**config.mk**
```make
export PLATFORM = sky130hd
export DESIGN_NAME = python_comment_string_stripper_unit
export DESIGN_NICKNAME = d
export VERILOG_FILES = /design/src/pscs_pkg.sv /design/src/pscs_step.sv /design/src/python_comment_string_stripper_unit.sv
export SDC_FILE = /design/constraint.sdc
export NUM_CORES = 1
export LEC_CHECK = 0
export BUFFER_PORTS_ARGS = -buffer_cell sky130_fd_sc_hd__buf_2
export CELL_PAD_IN_SITES_DETAIL_PLACEMENT = 2
export CELL_PAD_IN_SITES_GLOBAL_PLACEMENT = 2
export CORE_AREA = 2 2 78 80
export DETAILED_ROUTE_END_ITERATION = 10
export DIE_AREA = 0 0 80 82
export GPL_ROUTABILITY_DRIVEN = 0
export PLACE_DENSITY = 0.95
export SYNTH_ARGS = -nofsm -noshare
export SYNTH_HDL_FRONTEND = slang
export SYNTH_HIERARCHICAL = 1
export SYNTH_SLANG_ARGS = --single-unit
```
**constraint.sdc**
```tcl
create_clock -name clk -period 9.95 [get_ports clk]
set_input_delay 1.99 -clock clk [delete_from_list [all_inputs] [get_ports clk]]
set_output_delay 1.99 -clock clk [all_outputs]
set_load 0.1 [all_outputs]
```
**src/pscs_pkg.sv**
```systemverilog
`timescale 1ns / 1ps

package pscs_pkg;

    localparam logic [7:0] CH_NEWLINE   = 8'h0A;
    localparam logic [7:0] CH_TAB       = 8'h09;
    localparam logic [7:0] CH_SPACE     = 8'h20;
    localparam logic [7:0] CH_HASH      = 8'h23;
    localparam logic [7:0] CH_DQUOTE    = 8'h22;
    localparam logic [7:0] CH_SQUOTE    = 8'h27;
    localparam logic [7:0] CH_BACKSLASH = 8'h5C;

    localparam logic [1:0] RUN_MAX   = 2'd3;
    localparam logic [1:0] BLANK_MAX = 2'd2;

    typedef enum logic [1:0] {
        DOC_NONE   = 2'd0,
        DOC_SINGLE = 2'd1,
        DOC_DOUBLE = 2'd2
    } doc_mode_t;

    typedef struct packed {
        doc_mode_t  doc_mode;
        logic       single_open;
        logic [1:0] single_run;
        logic       double_open;
        logic [1:0] double_run;
        logic       escape_flag;
        logic       in_comment;
        logic [1:0] blank_run;
        logic [7:0] prev_byte;
        logic       last_out_newline;
    } pscs_state_t;

    typedef struct packed {
        logic [1:0] run;
        logic       open;
        logic       other_open;
        doc_mode_t  doc_mode;
        logic       drop;
    } quote_res_t;

    // One quote character of kind qch; mine is the docstring code of that kind.
    function automatic quote_res_t quote_event(
        input logic [1:0] run,
        input logic       open,
        input logic       other_open,
        input doc_mode_t  doc_mode,
        input logic [7:0] prev_byte,
        input logic [7:0] qch,
        input doc_mode_t  mine,
        input logic       escape_flag
    );
        quote_res_t r;
        r.run        = run;
        r.open       = open;
        r.other_open = other_open;
        r.doc_mode   = doc_mode;
        r.drop       = 1'b0;
        if (doc_mode != DOC_NONE)
        begin
            if (run == RUN_MAX)
                r.run = 2'd2;
            else if (prev_byte == qch)
                r.run = run - 2'd1;
            else
                r.run = RUN_MAX;
            r.doc_mode = (r.run != 2'd0) ? mine : DOC_NONE;
            if (r.doc_mode == DOC_NONE)
                r.drop = 1'b1;
        end
        else
        begin
            if (run == 2'd0 && !(open || other_open))
                r.run = 2'd1;
            else if (prev_byte == qch)
                r.run = run + 2'd1;
            r.doc_mode = (r.run == RUN_MAX) ? mine : DOC_NONE;
            if (r.doc_mode != DOC_NONE)
            begin
                r.open       = 1'b0;
                r.other_open = 1'b0;
                r.drop       = 1'b1;
            end
            else if (!other_open)
            begin
                if (open)
                begin
                    if (!escape_flag)
                    begin
                        r.open = 1'b0;
                        r.drop = 1'b1;
                    end
                end
                else
                begin
                    r.open = 1'b1;
                end
            end
        end
        return r;
    endfunction

endpackage

```
**src/pscs_step.sv**
```systemverilog
`timescale 1ns / 1ps

module pscs_step (
    input  pscs_pkg::pscs_state_t cur,
    input  logic [7:0]            in_byte,
    output pscs_pkg::pscs_state_t nxt,
    output logic                  emit
);
    import pscs_pkg::*;

    quote_res_t q;
    logic       drop;
    logic       quoted;

    always_comb
    begin
        nxt    = cur;
        drop   = 1'b0;
        emit   = 1'b0;
        quoted = 1'b0;
        q      = '0;
        if (!cur.in_comment && !(cur.single_open || cur.double_open || cur.doc_mode != DOC_NONE)
            && !cur.escape_flag && in_byte == CH_HASH)
        begin
            nxt.in_comment = 1'b1;
            nxt.blank_run  = 2'd0;
            nxt.prev_byte  = in_byte;
        end
        else if (cur.in_comment && in_byte != CH_NEWLINE)
        begin
            nxt.prev_byte = in_byte;
        end
        else
        begin
            case (in_byte) inside
                CH_NEWLINE:
                begin
                    drop           = cur.last_out_newline;
                    nxt.in_comment = 1'b0;
                    nxt.blank_run  = 2'd0;
                end
                CH_DQUOTE:
                begin
                    if (cur.doc_mode != DOC_SINGLE)
                    begin
                        q = quote_event(cur.double_run, cur.double_open, cur.single_open,
                                        cur.doc_mode, cur.prev_byte, CH_DQUOTE, DOC_DOUBLE,
                                        cur.escape_flag);
                        nxt.double_run  = q.run;
                        nxt.double_open = q.open;
                        nxt.single_open = q.other_open;
                        nxt.doc_mode    = q.doc_mode;
                        drop            = q.drop;
                    end
                    nxt.blank_run = 2'd0;
                end
                CH_SQUOTE:
                begin
                    if (cur.doc_mode != DOC_DOUBLE)
                    begin
                        q = quote_event(cur.single_run, cur.single_open, cur.double_open,
                                        cur.doc_mode, cur.prev_byte, CH_SQUOTE, DOC_SINGLE,
                                        cur.escape_flag);
                        nxt.single_run  = q.run;
                        nxt.single_open = q.open;
                        nxt.double_open = q.other_open;
                        nxt.doc_mode    = q.doc_mode;
                        drop            = q.drop;
                    end
                    nxt.blank_run = 2'd0;
                end
                CH_SPACE, CH_TAB:
                begin
                    if (cur.last_out_newline)
                        drop = 1'b1;
                    else if (cur.blank_run < BLANK_MAX)
                        nxt.blank_run = cur.blank_run + 2'd1;
                end
                default:
                begin
                    nxt.blank_run = 2'd0;
                end
            endcase

            if (nxt.doc_mode == DOC_SINGLE)
            begin
                if (nxt.single_run < RUN_MAX && in_byte != CH_SQUOTE)
                    nxt.single_run = RUN_MAX;
                nxt.double_run = 2'd0;
            end
            else if (nxt.doc_mode == DOC_DOUBLE)
            begin
                if (nxt.double_run < RUN_MAX && in_byte != CH_DQUOTE)
                    nxt.double_run = RUN_MAX;
                nxt.single_run = 2'd0;
            end
            else
            begin
                if (in_byte != CH_SQUOTE)
                    nxt.single_run = 2'd0;
                if (in_byte != CH_DQUOTE)
                    nxt.double_run = 2'd0;
            end

            quoted = nxt.single_open || nxt.double_open || nxt.doc_mode != DOC_NONE;
            if (!drop && !quoted && nxt.blank_run < BLANK_MAX)
            begin
                emit                 = 1'b1;
                nxt.last_out_newline = (in_byte == CH_NEWLINE);
            end

            nxt.escape_flag = (in_byte == CH_BACKSLASH) ? !cur.escape_flag : 1'b0;
            nxt.prev_byte   = in_byte;
        end
    end

endmodule

```
**src/python_comment_string_stripper_unit.sv**
```systemverilog
`timescale 1ns / 1ps

// Strips '#' comments, quoted strings and triple quoted docstrings from a
// Python source byte stream, squeezes blank runs to one, and drops leading
// blanks and repeated newlines. One byte per beat in, zero or one byte per
// beat out. Throughput is one byte per cycle while the sink does not stall;
// a byte is taken into the input register, run through the scanner state
// update, and its result, if any, is held in the output register. The input
// side stalls only while the output register holds a beat that the sink is
// stalling.
module python_comment_string_stripper_unit (
    input  logic       clk,
    input  logic       rst_n,
    input  logic       in_valid,
    output logic       in_stall,
    input  logic [7:0] in_byte,
    output logic       out_valid,
    input  logic       out_stall,
    output logic [7:0] out_byte
);
    import pscs_pkg::*;

    logic        in_vld_reg;
    logic        in_vld_next;
    logic [7:0]  in_byte_reg;
    logic        out_vld_reg;
    logic        out_vld_next;
    logic [7:0]  out_byte_reg;
    pscs_state_t state_reg;
    pscs_state_t state_next;
    logic        emit;
    logic        advance;

    pscs_step u_step (
        .cur     (state_reg),
        .in_byte (in_byte_reg),
        .nxt     (state_next),
        .emit    (emit)
    );

    assign advance   = in_vld_reg && (!out_vld_reg || !out_stall);
    assign in_stall  = in_vld_reg && !advance;
    assign out_valid = out_vld_reg;
    assign out_byte  = out_byte_reg;

    always_comb
    begin
        in_vld_next = in_vld_reg;
        if (in_valid && !in_stall)
            in_vld_next = 1'b1;
        else if (advance)
            in_vld_next = 1'b0;

        out_vld_next = out_vld_reg;
        if (advance)
            out_vld_next = emit;
        else if (out_vld_reg && !out_stall)
            out_vld_next = 1'b0;
    end

    always_ff @(posedge clk or negedge rst_n)
    begin
        if (!rst_n)
        begin
            in_vld_reg  <= 1'b0;
            out_vld_reg <= 1'b0;
            state_reg   <= '0;
        end
        else
        begin
            in_vld_reg  <= in_vld_next;
            out_vld_reg <= out_vld_next;
            if (advance)
                state_reg <= state_next;
        end
    end

    always_ff @(posedge clk)
    begin
        if (in_valid && !in_stall)
            in_byte_reg <= in_byte;
        if (advance && emit)
            out_byte_reg <= in_byte_reg;
    end

endmodule

```
Yosys cells after proc, flatten, opt, wreduce, memory -nomap -nowiden
Index checks and enable logic that the tools add are counted.
W data, S select, Z words.

storage, ports and cells
  flip-flop bits (word level) = 39

cells by class
  add/subtract/negate cells = 5
  bitwise operators = 2
  equality and inequality tests = 21
  order comparisons = 4
  reduce and logical (&&, ||, !) cells = 48
  muxes and demuxes = 120

operator list
  cell                   number
  $mux W2                65
  $eq A8 B6 Y1 const B   6
  $mux W1                43
  $mux W3                10
  $reduce_bool A2 Y1     9
  $eq A8 B4 Y1 const B   2
  $ne A8 B6 Y1 const B   2
  $logic_and A1 B1 Y1    15
  $mux W11               1
  $eq A2 B2 Y1 const B   5
  $logic_not A1 Y1       10
  $eq A8 B7 Y1 const B   1
  $logic_not A2 Y1       4
  $lt A2 B2 Y1 const B   4
  $ne A8 B4 Y1 const B   1
  $add A2 B1 Y2 const B  3
  $mux W6                1
  $reduce_and A3 Y1      2
  $logic_or A1 B1 Y1     5
  $ne A2 B1 Y1 const B   2
  $reduce_and A4 Y1      1
  $sub A2 B1 Y2 const B  2
  $eq A2 B1 Y1 const B   1
  $ne A2 B2 Y1 const B   1
  3 further kinds        4

Longest topological paths before layout
  word-level depth = 31
  gate-level depth with buffers = 12
  gate-level depth less buffers = 11

Cells and area by module
The synthesis kept the hierarchy.

by module, submodules not included
  module                               cells an instance  times used  area an instance (µm²)
  python_comment_string_stripper_unit  71                 1           1,367.6
  pscs_step                            153                1           988.4

Worst setup path before layout
Ideal clock, no wire load.

  kind = input -> output
  start point = input out_stall
  end point = output in_stall
  path buffers = 0
  cell stages on the path = 2
  slack = 5.241 ns
  required time = 7.960 ns
  data arrival time = 2.719 ns
  path through = nand3_1 -> inv_1

on the way
  word-level cells in the longest chain between the ends = 5

ends and longest elaborated chain
  element              RTL line                                   RTL
  start: declaration   python_comment_string_stripper_unit.sv:18  input logic out_stall,
  $logic_not A1 Y1     python_comment_string_stripper_unit.sv:41  assign advance = in_vld_reg && (!out_vld_reg || !out_stall);
  $logic_or A1 B1 Y1   python_comment_string_stripper_unit.sv:41
  $logic_and A1 B1 Y1  python_comment_string_stripper_unit.sv:41
  $logic_not A1 Y1     python_comment_string_stripper_unit.sv:42  assign in_stall = in_vld_reg && !advance;
  $logic_and A1 B1 Y1  python_comment_string_stripper_unit.sv:42
  end: declaration     python_comment_string_stripper_unit.sv:15  output logic in_stall,

No other way between the ends.

Worst setup path in the final report
Ends and elaborated chain as after synthesis.

==> flow_summary.yaml <==
timing:
  fmax_mhz: 210.0
  setup_violations: 0
  tightest_slew_ns: 1.240
  fin_crit_sh_pct: 47.87
  rsz0062_at_grt: "no"
  hold_viol: 0
  finalMaxSlewViolations: 0
  skew_ns: 0.007074
  fin_hold_ws_ns: 0.5205
  setup_tns_ns: 0
  maxSlewHeadroom_pct: 16.83
  period_minus_slack_ns: 4.763
pwr:
  ir_worst_vdd_uv: 168.9
  pwr-share-clk_pct: 23.8
  internal_power_uw: 391.2
  p_per_area_nw_per_um2: 260.6
  p_leak_nw: 1.063
  p_switching_uw: 285.8
  seq_power_share_pct: 37.3
  p_sw_share_pct: 42.22
  combPwrFrac_pct: 38.8
synthesis:
  syn_nets: 243
  ys.flop_type: "dfrtp_1"
  yosys-top-cells-area: "dfrtp_1 24%, edfxtp_1 20%, mux2_2 10%"
  yosys_warnings: 6
  netlist_area_um2: 2356
  synth.top_cell.area_share_pct: 24.43
  postSynthAreaPerCell_um2: 10.52
  synth_seq_cells: 39
  seq_area_frac_synth_pct: 44.82
  synth_edf_count: 16
  async_reset_ff_share_pct: 58.97
  netlist_instances: 224
  yosysUniqueCellTypes: 54
  yosys.area.top_type: "dfrtp_1"
clock_network:
  root_buffer: "clkbuf_8"
  postCtsSetupBuffers: 0
  cts_buffers: 5
  clkSlewWorstSetupHoldPaths_ns: 0.08
  clock_latency_ns: 0.30
  cts_resized: 0
  clockBufferDepth: 2
  ctsHoldBuffers: 0
  cts_tree: "done"
  htree_levels: 2
  cts_num_sinks: 39
drt:
  postRouteAntennaNets: 0
  dr.pass1.iters: 4
  vias_per_cell: 5.924
  drtIter0Drc: 78
  drc_errors: 0
  totalWireLength_um: 6853
  wire_per_inst_um: 21.82
  num_vias: 1860
floorplan:
  die_w_um: 80
  start_util_pct: 41.01
  core_um2: 5746
  io_pins: 22
  die_h_um: 82
  dieArea_um2: 6560
  core.rowCount: 28
global_route:
  antenna_found_initial: 0
  grt-ovfl-total: 0
  grt_usage_pct: 22.81
  grt_pass1_wl_um: 11070
  grt_start_max_net_pins: 24
  first_global_vias: 2017
placed_design:
  dpl.cell_count: 306
  io_buffers: 21
  place_hpwl_um: 5008
final_layout:
  diodes: 0
  n_fill_cell: 625
  drive_gt1_share_pct: 27.20
  mostFrequentLayoutCells: "24 x nand2_1, 23 x dfrtp_1, 21 x mux2_2, 21 x buf_2, 16 x edfxtp_1"
  syn2layout_area_growth_pct: 10.25
  instances_no_fill: 314
  nets: 257
  largest_reg_flops: 21
  layout_commonest_cell: "nand2_1"
worst_setup_path:
  endpoint_kind: "output pin"
  cp_max_fo: 4
  critPathLaunch: "out_stall"
  cp_data_arrival_time_ns: 2.77
  regToRegStartpoint: "state_reg[4]"
  required_ns: 7.96
  critical_path_class: "in -> out"
  critPathLaunchType: "input pin"
  r2r_slack_ns: 5.83
worst_hold_path:
  min_from: "state_reg[9]"
  hold_path_class: "reg -> reg"
flow_run:
  cap_violations: 0
run_status:
  status: "finished, final reports clean"
==> critical path, stage by stage <==
cell and delay (ns):
buf_2 0.13, nand3_1 0.14, inv_1 0.09, buf_2 0.43
==> final timing paths <==
kind,end,cells past startpoint
worst max-delay path,in_stall,4
worst min-delay path,state_reg[9],1
worst max register to register,out_byte[5],11
worst min register to register,state_reg[9],1
max in group asynchronous,state_reg[2],1
min in group asynchronous,state_reg[12],1
==> cells by family (layout without fill, tap and decap cells) <==
logic type	Yosys count	after routing	synth area share [%]
fa+ha+maj	7	7	3.717
buf+inv	24	39	5.736
mux	23	23	11.31
compound gates	51	51	15.19
simple gates	80	80	19.23
flops	39	39	44.82
==> metal layers <==
layer | vias up | GRT usage (%) | share of wire, %
met4 | 0 | 8.305 | 2.6
met2 | 48 | 43.08 | 54
met5 | - | 0 | 0
li1 | 857 | - | -
met1 | 944 | 25.96 | 40
met3 | 11 | 3.516 | 3.0
==> synth_stat cells (3+ instances only) <==
master and n:
nand2_1 24, dfrtp_1 23, mux2_2 21, edfxtp_1 16, nor2_1 14, o21ai_0 11, a21oi_1 9, inv_1 9
buf_4 8, ha_1 7, nor3_1 6, clkbuf_1 5, o22ai_1 5, a31oi_1 4, nand2b_1 4, or3_1 4
a211oi_1 3, nor2b_1 3, nor3b_1 3, or4_4 3
==> stage by stage <==
| stage | instance area (um2) | power, mW | util [%] | setup WS, ns |
|---|---|---|---|---|
| after floorplan | 2356 | 0.4531 | - | 5.241 |
| after global placement | 2461 | 0.4945 | 42.84 | 5.276 |
| after detailed placement | 2461 | 0.5141 | 42.84 | 5.170 |
| after CTS | 2597 | 0.6818 | 45.21 | 5.169 |
| after global routing | 2597 | 0.7102 | 45.21 | 5.130 |
| final | 2597 | 0.6770 | 45.21 | 5.187 |
==> power by group through the flow <==
| stage | Clock (mW) | Sequential (mW) | Combinational (mW) |
|---|---|---|---|
| 2_1_floorplan | 0 | 0.315 | 0.138 |
| 3_3_place_gp | 0 | 0.246 | 0.248 |
| 3_5_place_dp | 0 | 0.254 | 0.260 |
| 4_1_cts | 0.165 | 0.252 | 0.265 |
| 5_1_grt | 0.172 | 0.258 | 0.281 |
| 6_report | 0.161 | 0.253 | 0.263 |
==> cell type report <==
cell class	count	area [um2]	share of cell area, %
Sequential cell	39	1056	40.66
Clock buffer	5	68.82	2.649
Timing Repair Buffer	22	112.6	4.335
Inverter	9	33.78	1.301
Clock inverter	3	67.56	2.601
Tap cell	75	93.84	3.613
Multi-Input combinational cell	161	1165	44.85
(Power assumes the default switching activity.)
